**src/sv/epts_pkg.sv**
```systemverilog
package epts_pkg;

  localparam logic [7:0] PAGE_BYTES = 8'd64;

  localparam logic [15:0] HW_BYTES_RST   = 16'd64;
  localparam logic [15:0] USER_BYTES_RST = 16'd32704;
  localparam logic [15:0] VLEN_RST       = 16'd0;

  typedef enum logic [2:0] {
    MODE_IDLE  = 3'b001,
    MODE_READ  = 3'b010,
    MODE_WRITE = 3'b100
  } mode_t;

  typedef enum logic [1:0] {
    OP_READ     = 2'd0,
    OP_WRITE    = 2'd1,
    OP_COMPLETE = 2'd2
  } op_t;

  typedef enum logic [2:0] {
    KIND_NONE  = 3'd0,
    KIND_WRITE = 3'd1,
    KIND_READ  = 3'd2,
    KIND_DONE  = 3'd3,
    KIND_BUSY  = 3'd4
  } kind_t;

  typedef enum logic [1:0] {
    REG_HW_BYTES   = 2'd0,
    REG_USER_BYTES = 2'd1,
    REG_VALID_LEN  = 2'd2
  } cfg_reg_t;

  typedef struct packed {
    logic [15:0] hw_bytes;
    logic [15:0] user_bytes;
    logic [15:0] valid_len;
  } cfg_t;

  typedef struct packed {
    mode_t       mode;
    logic        read_data_sent;
    logic [15:0] region_start;
    logic [15:0] write_offset;
    logic [15:0] region_length;
    logic [7:0]  page_length;
    logic [1:0]  cur_buffer;
    logic        last_status;
  } state_t;

  typedef struct packed {
    logic [1:0] op;
    logic [1:0] buffer_id;
    logic       status_ok;
  } item_t;

  typedef struct packed {
    kind_t       kind;
    logic [15:0] eeprom_address;
    logic [15:0] buffer_offset;
    logic [15:0] byte_count;
    logic [1:0]  target_buffer;
    logic        busy;
    logic        last_ok;
  } result_t;

endpackage

```
**src/sv/epts_cfg_if.sv**
```systemverilog
interface epts_cfg_if;
  logic        valid;
  logic        ready;
  logic [1:0]  index;
  logic [15:0] data;

  modport source (output valid, output index, output data, input ready);
  modport sink   (input valid, input index, input data, output ready);
endinterface

```
**src/sv/epts_req_if.sv**
```systemverilog
interface epts_req_if;
  logic       valid;
  logic       ready;
  logic [1:0] op;
  logic [1:0] buffer_id;
  logic       status_ok;

  modport source (output valid, output op, output buffer_id, output status_ok, input ready);
  modport sink   (input valid, input op, input buffer_id, input status_ok, output ready);
endinterface

```
**src/sv/epts_rsp_if.sv**
```systemverilog
interface epts_rsp_if;
  logic        valid;
  logic        ready;
  logic [2:0]  result_kind;
  logic [15:0] eeprom_address;
  logic [15:0] buffer_offset;
  logic [15:0] byte_count;
  logic [1:0]  target_buffer;
  logic        busy_res;
  logic        last_ok;

  modport source (output valid, output result_kind, output eeprom_address,
                  output buffer_offset, output byte_count, output target_buffer,
                  output busy_res, output last_ok, input ready);
  modport sink   (input valid, input result_kind, input eeprom_address,
                  input buffer_offset, input byte_count, input target_buffer,
                  input busy_res, input last_ok, output ready);
endinterface

```
**src/sv/epts_step.sv**
```systemverilog
module epts_step (
  input  epts_pkg::state_t  st,
  input  epts_pkg::cfg_t    cfg,
  input  epts_pkg::item_t   item,
  output epts_pkg::state_t  st_next,
  output epts_pkg::result_t res
);

  localparam logic [1:0] BUF_HW        = 2'd0;
  localparam logic [1:0] BUF_VALIDATED = 2'd2;

  logic        is_launch;
  logic [15:0] start_sel;
  logic [15:0] length_sel;
  logic [15:0] adv_offset;
  logic [15:0] page_off;
  logic [15:0] page_base;
  logic [15:0] page_start;
  logic [15:0] remain;
  logic [7:0]  page;
  logic [15:0] page_addr;

  always_comb begin
    is_launch = (item.op == epts_pkg::OP_READ) || (item.op == epts_pkg::OP_WRITE);
    start_sel = (item.buffer_id == BUF_HW) ? 16'd0 : cfg.hw_bytes;
    if (item.buffer_id == BUF_HW) begin
      length_sel = cfg.hw_bytes;
    end else if (item.buffer_id == BUF_VALIDATED && cfg.valid_len != 16'd0) begin
      length_sel = cfg.valid_len;
    end else begin
      length_sel = cfg.user_bytes;
    end
    adv_offset = item.status_ok ? st.write_offset + {8'd0, st.page_length} : st.write_offset;
    page_off   = is_launch ? 16'd0 : adv_offset;
    page_base  = is_launch ? length_sel : st.region_length;
    page_start = is_launch ? start_sel : st.region_start;
    remain     = page_base - page_off;
    page       = (remain < {8'd0, epts_pkg::PAGE_BYTES}) ? remain[7:0] : epts_pkg::PAGE_BYTES;
    page_addr  = page_start + page_off;
  end

  always_comb begin
    st_next            = st;
    res                = '0;
    res.kind           = epts_pkg::KIND_NONE;
    case (item.op)
      epts_pkg::OP_READ, epts_pkg::OP_WRITE: begin
        if (st.mode != epts_pkg::MODE_IDLE) begin
          res.kind = epts_pkg::KIND_BUSY;
        end else begin
          st_next.cur_buffer   = item.buffer_id;
          st_next.region_start = start_sel;
          st_next.last_status  = 1'b1;
          if (item.op == epts_pkg::OP_READ) begin
            st_next.mode           = epts_pkg::MODE_READ;
            st_next.read_data_sent = 1'b0;
            res.kind               = epts_pkg::KIND_WRITE;
            res.eeprom_address     = start_sel;
          end else begin
            st_next.mode          = epts_pkg::MODE_WRITE;
            st_next.write_offset  = 16'd0;
            st_next.region_length = length_sel;
            st_next.page_length   = page;
            res.kind              = epts_pkg::KIND_WRITE;
            res.eeprom_address    = page_addr;
            res.byte_count        = {8'd0, page};
          end
        end
      end
      epts_pkg::OP_COMPLETE: begin
        st_next.last_status = item.status_ok;
        if (st.mode == epts_pkg::MODE_READ) begin
          if (st.read_data_sent) begin
            st_next.mode = epts_pkg::MODE_IDLE;
            res.kind     = epts_pkg::KIND_DONE;
          end else begin
            st_next.read_data_sent = 1'b1;
            st_next.last_status    = 1'b1;
            res.kind               = epts_pkg::KIND_READ;
            res.eeprom_address     = st.region_start;
            res.byte_count         = (st.cur_buffer == BUF_HW) ? cfg.hw_bytes : cfg.user_bytes;
          end
        end else if (st.mode == epts_pkg::MODE_WRITE) begin
          st_next.write_offset = adv_offset;
          if (adv_offset < st.region_length) begin
            st_next.page_length = page;
            st_next.last_status = 1'b1;
            res.kind            = epts_pkg::KIND_WRITE;
            res.eeprom_address  = page_addr;
            res.buffer_offset   = adv_offset;
            res.byte_count      = {8'd0, page};
          end else begin
            st_next.mode = epts_pkg::MODE_IDLE;
            res.kind     = epts_pkg::KIND_DONE;
          end
        end else begin
          st_next.mode = epts_pkg::MODE_IDLE;
        end
      end
      default: begin
        res.kind = epts_pkg::KIND_NONE;
      end
    endcase
    res.target_buffer = st_next.cur_buffer;
    res.busy          = (st_next.mode != epts_pkg::MODE_IDLE);
    res.last_ok       = st_next.last_status;
  end

endmodule

```
**src/sv/eeprom_page_transfer_sequencer.sv**
```systemverilog
// A result is registered and presented in the cycle after its transaction is accepted.
// Throughput: one transaction per cycle; the output register drains while the
// next transaction is taken, so req.ready only drops when rsp is stalled.
// Reset (synchronous, rst high): idle, output empty, registers at defaults
// 64 / 32704 / 0, last status one. No memories to clear.
module eeprom_page_transfer_sequencer (
  input  logic                clk,
  input  logic                rst,
  epts_cfg_if.sink            cfg,
  epts_req_if.sink            req,
  epts_rsp_if.source          rsp
);

  epts_pkg::cfg_t    cfg_q;
  epts_pkg::state_t  st;
  epts_pkg::state_t  st_next;
  epts_pkg::item_t   item;
  epts_pkg::result_t res;
  epts_pkg::result_t out_q;
  logic              out_valid;
  logic              accept;

  assign cfg.ready = 1'b1;
  assign req.ready = !out_valid || rsp.ready;
  assign accept    = req.valid && req.ready;

  assign item.op        = req.op;
  assign item.buffer_id = req.buffer_id;
  assign item.status_ok = req.status_ok;

  epts_step u_step (
    .st      (st),
    .cfg     (cfg_q),
    .item    (item),
    .st_next (st_next),
    .res     (res)
  );

  always_ff @(posedge clk) begin
    if (rst) begin
      cfg_q.hw_bytes   <= epts_pkg::HW_BYTES_RST;
      cfg_q.user_bytes <= epts_pkg::USER_BYTES_RST;
      cfg_q.valid_len  <= epts_pkg::VLEN_RST;
      st.mode           <= epts_pkg::MODE_IDLE;
      st.read_data_sent <= 1'b0;
      st.region_start   <= 16'd0;
      st.write_offset   <= 16'd0;
      st.region_length  <= 16'd0;
      st.page_length    <= 8'd0;
      st.cur_buffer     <= 2'd0;
      st.last_status    <= 1'b1;
      out_valid         <= 1'b0;
    end else begin
      if (cfg.valid) begin
        case (cfg.index)
          epts_pkg::REG_HW_BYTES:   cfg_q.hw_bytes   <= cfg.data;
          epts_pkg::REG_USER_BYTES: cfg_q.user_bytes <= cfg.data;
          epts_pkg::REG_VALID_LEN:  cfg_q.valid_len  <= cfg.data;
          default: begin
          end
        endcase
      end
      if (accept) begin
        st        <= st_next;
        out_valid <= 1'b1;
      end else if (rsp.ready) begin
        out_valid <= 1'b0;
      end
    end
  end

  always_ff @(posedge clk) begin
    if (accept) begin
      out_q <= res;
    end
  end

  assign rsp.valid          = out_valid;
  assign rsp.result_kind    = out_q.kind;
  assign rsp.eeprom_address = out_q.eeprom_address;
  assign rsp.buffer_offset  = out_q.buffer_offset;
  assign rsp.byte_count     = out_q.byte_count;
  assign rsp.target_buffer  = out_q.target_buffer;
  assign rsp.busy_res       = out_q.busy;
  assign rsp.last_ok        = out_q.last_ok;

  a_busy_reply_flags_busy: assert property (@(posedge clk) disable iff (rst)
    out_valid && out_q.kind == epts_pkg::KIND_BUSY |-> out_q.busy)
    else $error("busy reject reported as idle");

  a_offset_in_region: assert property (@(posedge clk) disable iff (rst)
    st.mode == epts_pkg::MODE_WRITE |-> st.write_offset <= st.region_length)
    else $error("write offset beyond region length");

  a_offset_advance: assert property (@(posedge clk) disable iff (rst)
    accept && st.mode == epts_pkg::MODE_WRITE && req.op == epts_pkg::OP_COMPLETE
      && req.status_ok
    |=> st.write_offset == $past(st.write_offset + {8'd0, st.page_length}))
    else $error("offset did not advance by page length");

  a_reject_keeps_state: assert property (@(posedge clk) disable iff (rst)
    accept && st.mode != epts_pkg::MODE_IDLE
      && (req.op == epts_pkg::OP_READ || req.op == epts_pkg::OP_WRITE)
    |=> $stable(st.cur_buffer) && $stable(st.region_start) && $stable(st.mode))
    else $error("rejected launch changed transfer state");

endmodule
```
**src/flat_wrapper.sv**
```systemverilog
// flat-port wrapper written by rule: the top's interface ports become plain ports
module eeprom_page_transfer_sequencer_flat 
  (clk, rst, cfg_valid, cfg_index, cfg_data, cfg_ready, req_valid, req_op, req_buffer_id, req_status_ok, req_ready, rsp_valid, rsp_result_kind, rsp_eeprom_address, rsp_buffer_offset, rsp_byte_count, rsp_target_buffer, rsp_busy_res, rsp_last_ok, rsp_ready);
  epts_cfg_if cfg_i ();
  epts_req_if req_i ();
  epts_rsp_if rsp_i ();
  input  logic clk;
  input  logic rst;
  input wire logic [$bits(cfg_i.valid)-1:0] cfg_valid;
  input wire logic [$bits(cfg_i.index)-1:0] cfg_index;
  input wire logic [$bits(cfg_i.data)-1:0] cfg_data;
  output wire logic [$bits(cfg_i.ready)-1:0] cfg_ready;
  input wire logic [$bits(req_i.valid)-1:0] req_valid;
  input wire logic [$bits(req_i.op)-1:0] req_op;
  input wire logic [$bits(req_i.buffer_id)-1:0] req_buffer_id;
  input wire logic [$bits(req_i.status_ok)-1:0] req_status_ok;
  output wire logic [$bits(req_i.ready)-1:0] req_ready;
  output wire logic [$bits(rsp_i.valid)-1:0] rsp_valid;
  output wire logic [$bits(rsp_i.result_kind)-1:0] rsp_result_kind;
  output wire logic [$bits(rsp_i.eeprom_address)-1:0] rsp_eeprom_address;
  output wire logic [$bits(rsp_i.buffer_offset)-1:0] rsp_buffer_offset;
  output wire logic [$bits(rsp_i.byte_count)-1:0] rsp_byte_count;
  output wire logic [$bits(rsp_i.target_buffer)-1:0] rsp_target_buffer;
  output wire logic [$bits(rsp_i.busy_res)-1:0] rsp_busy_res;
  output wire logic [$bits(rsp_i.last_ok)-1:0] rsp_last_ok;
  input wire logic [$bits(rsp_i.ready)-1:0] rsp_ready;
  assign cfg_i.valid = cfg_valid;
  assign cfg_i.index = cfg_index;
  assign cfg_i.data = cfg_data;
  assign cfg_ready = cfg_i.ready;
  assign req_i.valid = req_valid;
  assign req_i.op = req_op;
  assign req_i.buffer_id = req_buffer_id;
  assign req_i.status_ok = req_status_ok;
  assign req_ready = req_i.ready;
  assign rsp_valid = rsp_i.valid;
  assign rsp_result_kind = rsp_i.result_kind;
  assign rsp_eeprom_address = rsp_i.eeprom_address;
  assign rsp_buffer_offset = rsp_i.buffer_offset;
  assign rsp_byte_count = rsp_i.byte_count;
  assign rsp_target_buffer = rsp_i.target_buffer;
  assign rsp_busy_res = rsp_i.busy_res;
  assign rsp_last_ok = rsp_i.last_ok;
  assign rsp_i.ready = rsp_ready;
  eeprom_page_transfer_sequencer u_core (.clk(clk), .rst(rst), .cfg(cfg_i), .req(req_i), .rsp(rsp_i));
endmodule
```
**config.mk**
```make
export PLATFORM = sky130hd
export DESIGN_NAME = eeprom_page_transfer_sequencer_flat
export DESIGN_NICKNAME = d
export VERILOG_FILES = /design/src/sv/epts_pkg.sv /design/src/sv/epts_cfg_if.sv /design/src/sv/epts_req_if.sv /design/src/sv/epts_rsp_if.sv /design/src/sv/epts_step.sv /design/src/sv/eeprom_page_transfer_sequencer.sv /design/src/flat_wrapper.sv
export SDC_FILE = /design/constraint.sdc
export NUM_CORES = 1
export LEC_CHECK = 0
export BUFFER_PORTS_ARGS = -buffer_cell sky130_fd_sc_hd__clkbuf_2
export CORE_ASPECT_RATIO = 0.5
export CORE_UTILIZATION = 35
export DETAILED_ROUTE_END_ITERATION = 8
export PLACE_DENSITY_LB_ADDON = 0.2
export RECOVER_POWER = 100
export SLEW_MARGIN = 20
export SYNTH_ARGS = -nofsm -noshare
export SYNTH_HDL_FRONTEND = slang
export SYNTH_SLANG_ARGS = --single-unit
```
**constraint.sdc**
```tcl
create_clock -name clk -period 8 [get_ports clk]
set_input_delay 1.6 -clock clk [delete_from_list [all_inputs] [get_ports clk]]
set_output_delay 1.6 -clock clk [all_outputs]
set_load 0.05 [all_outputs]
```
; ---- Yosys cells after proc, flatten, opt, wreduce, memory -nomap -nowiden
; Cells that the tools add are included.
[classes]
bitwise = 5
muxes = 50
add_sub_neg = 3
reduce_logical = 22
n_eq_ne = 16
magnitude_cmp = 2
[op_table]
columns = cell, n
row1 = $mux W16, 15
row2 = $pmux W16 S2, 3
row3 = $mux W63, 1
row4 = $mux W50, 1
row5 = $mux W48, 1
row6 = $mux W8, 6
row7 = $mux W40, 1
row8 = $mux W18, 1
row9 = $mux W3, 6
row10 = $add A16 B16 Y16, 1
row11 = $add A16 B8 Y16, 1
row12 = $lt A16 B16 Y1, 1
row13 = $lt A16 B7 Y1 const B, 1
row14 = $pmux W8 S2, 1
row15 = $reduce_bool A16 Y1, 1
row16 = $sub A16 B16 Y16, 1
row17 = $ne A2 B2 Y1 const B, 7
row18 = $mux W1, 9
row19 = $logic_not A2 Y1, 4
row20 = $pmux W4 S2, 1
row21 = $reduce_and A7 Y1, 1
row22 = $eq A2 B2 Y1 const B, 3
row23 = $ne A3 B1 Y1 const B, 2
row24 = $pmux W3 S2, 1
row25 = other kinds (17), 28
[word_totals]
word_cells = 117
regBits = 167
out_inout_bits = 58

; ---- Logic depth before layout (Yosys ltp)
[logic_depth]
ltp_word = 12
mapped_depth = 21

; ---- By module
; A second synthesis with hierarchy kept.
[unflattened]
cells_unflattened = 1398
area_unflattened_um2 = 10984.3
[by_module_without_submodules]
columns = module, seq_area_each_um2, area_per_inst_um2, cells_each, n_inst
row1 = eeprom_page_transfer_sequencer, 3893.7, 6094.6, 563, 1
row2 = epts_step, 0.0, 4889.7, 835, 1

; ---- Worst setup path after synthesis
; No wires, ideal clock.
[synth_timing]
path_type = input to register
start = in req_op[1]
end = reg u_core.out_q, in the netlist u_core.rsp.byte_count[2], data pin
cell_stages = 20
setup_slack_ns = 1.691
path_buffers = 7
required_time_ns = 7.824
arrival_time_ns = 6.133
path_cell_list = clkbuf_1 > clkbuf_1 > clkbuf_1 > buf_1 > clkbuf_1 > clkbuf_1 > clkbuf_1 > nand2_1 > inv_1 > fa_1 > nor2b_1 > o21ai_0 > nand2b_1 > a31oi_1 > a21oi_1 > a311oi_2 > or3b_1 > a311oi_2 > nand3_4 > o32ai_1
[synth_rtl]
columns = element, line
row1 = "start, declared", flat_wrapper.sv:14  ; input wire logic [$bits(req_i.op)-1:0] req_op;
row2 = "end signal, assigned", eeprom_page_transfer_sequencer.sv:74  ; out_q <= res;
row3 = "end, declared", eeprom_page_transfer_sequencer.sv:19  ; epts_pkg::result_t out_q;

==> out/results.txt <==
Area of the multi-input gates: 6220 µm²
RSZ-0062 raised after global routing: no
Ys async rst share: 0%
Final core area utilization: 39.9%
TritonCTS Buffers: 17
Leakage: 4.38 nW
Avg Inst Size Synth: 8.10 µm²
Failing checks: max-capacitance violations, max-slew violations
Peak per-stage delay on the critical path: 1270 ps
Top-area cell type share of the netlist area: 21.2%
Drt first pass iters: 7
Mapped Cells: 1,308
Die Y: 125 µm
Switching Fraction: 31.4%
CTS tree: built
Fin nets: 1,419
Clock power share: 38.0%
CP Class: input pin to flop
Cts hold-fix bufs: 0
Combinational Power Share: 17.8%
Post-synth EDFFs: 55
Slew HR: -107%
Outcome: finished, violations left
Port bufs: 84
Share of cells above drive strength 1: 6.93%
Yosys top cell by area: dfxtp_1
Antenna diodes: 0
Most common cell after layout, fill and taps aside: nand2_1
Detail Placement HPWL: 26,100 µm
CTS sink count: 167
Synth cell types: 93
DR iter-0 viols: 918
Least-Margin Pin Slew: 3110 ps
Reg2reg setup slack: 2790 ps
Sink of the worst hold path: u_core.cfg_q[9]
Routed metal-1 wire length: 17,300 µm
Pint: 0.00145 W
Via count: 9,957
DIE AREA: 31,000 µm²
IO Pins: 86
CP max stage cell: clkbuf_1
Clk slew on worst S/H paths: 70 ps
Post-Route WL: 35,700 µm
CP Data Required Time: 8270 ps
Max_cap viols: 4
Gr usage total: 23.2%
Yosys reg bits: 167
Yosys Warn Count: 0
Pwr/cell area: 180 nW/µm²
H-tree levels: 4
Peak supply drop: 0.157 mV
Hold_sp: u_core.cfg_q[9]
Sw Pwr: 0.000663 W
Site Rows: 44
Starting Density: 36.1%
Critical path cell sequence: buf_2 -> clkbuf_1 -> inv_1 -> buf_4 -> nor2_1 -> ha_1 -> fa_1 -> nor2b_1 -> o21ai_0 -> nand2b_1 -> a31oi_1 -> a21oi_1 -> a311oi_1 -> or3b_1 -> a311oi_2 -> nand3_4 -> o32ai_1
HP Class: flop to flop
Post-CTS sizing: 0
Reg2Reg Capture Point: u_core.rsp.eeprom_address[12]
Critical Path End Type: flop
CTS Root Cell: clkbuf_16
Hold Crit Depth: 2
Seq/Total Area, Yosys: 36.7%
Clk_lat worst skew: 460 ps
FF+latch area: 3890 µm²
Area growth syn-to-layout: 10.8%
Largest net degree at the start of global routing: 62
Final hold vios: 0
First-pass GRT wire length: 54,700 µm
Filler cells: 2,968
WL met3: 2470 µm
Reg2reg path depth: 17
Arr. time, crit path: 6840 ps
Max FO, Critical Path: 39
Main synth FF type: dfxtp_1
Initial antenna violation count: 0
Final RePlAce weighted congestion: 0.888
Setup TNS: 0 ps
Highest Signal Layer: met4
Core area: 29,400 µm²
Setup Skew: 11.8 ps
CTS max path bufs: 2
Final setup violation count: 0
Worst setup margin: 1430 ps
Final min period: 6570 ps
Most frequent cells in the layout: 228 x nand2_1, 143 x a21oi_1, 122 x nor2_1
Vias per Instance: 5.70
Final period util: 82.1%
Max Clk Rate: 152 MHz
Die width: 248 µm
Postcts setup bufs: 0
Seq pwr share: 44.2%
Crit path launch type: input pin
# DRC: 0
R2R Path Start: u_core.st[3]
Met2 wire len: 15,300 µm
Synthesized area: 10,600 µm²
Grt total ovfl: 0
Setup WS pre-CTS: 1510 ps
Syn_nets: 1,384
Routed WL per cell: 20.5 µm
Final max-slew violation count: 179
Vias in the first global route: 9,231
Ranking of synthesized cells by area: dfxtp_1 21%, edfxtp_1 16%, nand2_1 8.1%
Post-route ant nets: 0
## per-layer routing
| layer | global-route usage (%) | vias to the layer above |
|---|---|---|
| li1 | - | 4777 |
| met1 | 34.1 | 4795 |
| met2 | 34.0 | 340 |
| met3 | 4.96 | 45 |
| met4 | 6.46 | 0 |
| met5 | 0 | - |
## worst max-delay path by stage
| stage | slack, ps | depth (start not counted) | startpoint | end |
|---|---|---|---|---|
| after floorplan | 1690 | 20 | req_op[1] | u_core.rsp.byte_count[2] |
| after global placement | 1850 | 16 | req_buffer_id[1] | u_core.rsp.byte_count[2] |
| after detailed placement | 1510 | 16 | req_buffer_id[1] | u_core.rsp.byte_count[4] |
| after CTS | 2030 | 16 | req_buffer_id[1] | u_core.rsp.byte_count[4] |
| after global routing | 1020 | 17 | req_op[1] | u_core.rsp.byte_count[5] |
| final | 1430 | 17 | req_op[1] | u_core.rsp.byte_count[3] |
## synthesized netlist by cell type (5+ instances only)
cell type and n:
a21o_1 14, clkbuf_1 66, a22oi_1 11, nand4_1 5, or3_1 12, a211oi_1 18
o31a_1 5, o21ai_0 63, nor2_1 123, nor4_1 7, edfxtp_1 55, xor2_1 17
o2bb2ai_1 7, nor2b_1 8, buf_1 10, and2_1 6, mux2_2 9, o31ai_1 9
a21oi_1 143, nand2b_1 18, o32ai_1 5, o21a_1 9, nand3b_1 9, ha_1 45
nor3_1 18, and3_1 19, mux2i_1 26, o211ai_1 10, dfxtp_1 112, inv_1 46
o22ai_1 8, a221o_1 8, nand3_1 31, a21boi_0 5, xnor2_1 20, a31oi_1 12
nand2_1 228, or2_2 6
## critical path, delay by kind of cell
family                   cells  cell delay [ps]
AND/OR/NAND/NOR              5             1120
adder cells (fa/ha/maj)      2              480
AO/OA/AOI/OAI                6             1830
buffers and inverters        4             1800
## power by group through the flow
stage | sequential [W] | clock, W | combinational, W
5_1_grt | 0.000938 | 0.000849 | 0.000405
3_3_place_gp | 0.000951 | 0 | 0.000372
2_1_floorplan | 0.000997 | 0 | 0.000222
4_1_cts | 0.000933 | 0.000818 | 0.000378
3_5_place_dp | 0.000952 | 0 | 0.000376
6_report | 0.000934 | 0.000802 | 0.000376
## layout make-up
type,count,share of cell area [%]
Clock buffer,21,3.84
Clock inverter,11,0.842
Inverter,47,1.50
Multi-Input combinational cell,1014,53.0
Sequential cell,167,33.2
Tap cell,391,4.17
Timing Repair Buffer,96,3.53
## cells by family (layout without fill, tap and decap cells)
group,after synthesis,count (layout),share of synthesized area [%]
and+or+nand+nor,508,508,21.8
AOI/OAI and AO/OA,377,377,23.0
DFF,167,167,36.7
buffers and inverters,127,175,4.59
adders and majority gates,49,49,5.97
xor gates and xnor gates,42,42,4.06
muxes,37,37,3.77
other,1,1,0.0354
## flip-flops by register name (all words and copies together) (netlist names)
signal and flops:
u_core.cfg_q 48, u_core.rsp.buffer_offset 16, u_core.rsp.busy_res 1, u_core.rsp.byte_count 16
u_core.rsp.eeprom_address 16, u_core.rsp.last_ok 1, u_core.rsp.result_kind 3, u_core.rsp.target_buffer 2
u_core.rsp.valid 1, u_core.st 63
## metrics by stage
stage               power [W]  cell area [µm²]  instances  hold WS, ps
floorplan             0.00122            10600       1308          436
detailed placement    0.00133            11300       1715          464
global placement      0.00132            11300       1715          450
CTS                   0.00213            11900       1747          475
finish                0.00211            11700       1747          477
global route          0.00219            11700       1747          513
Power figures use the tool's default switching activity.
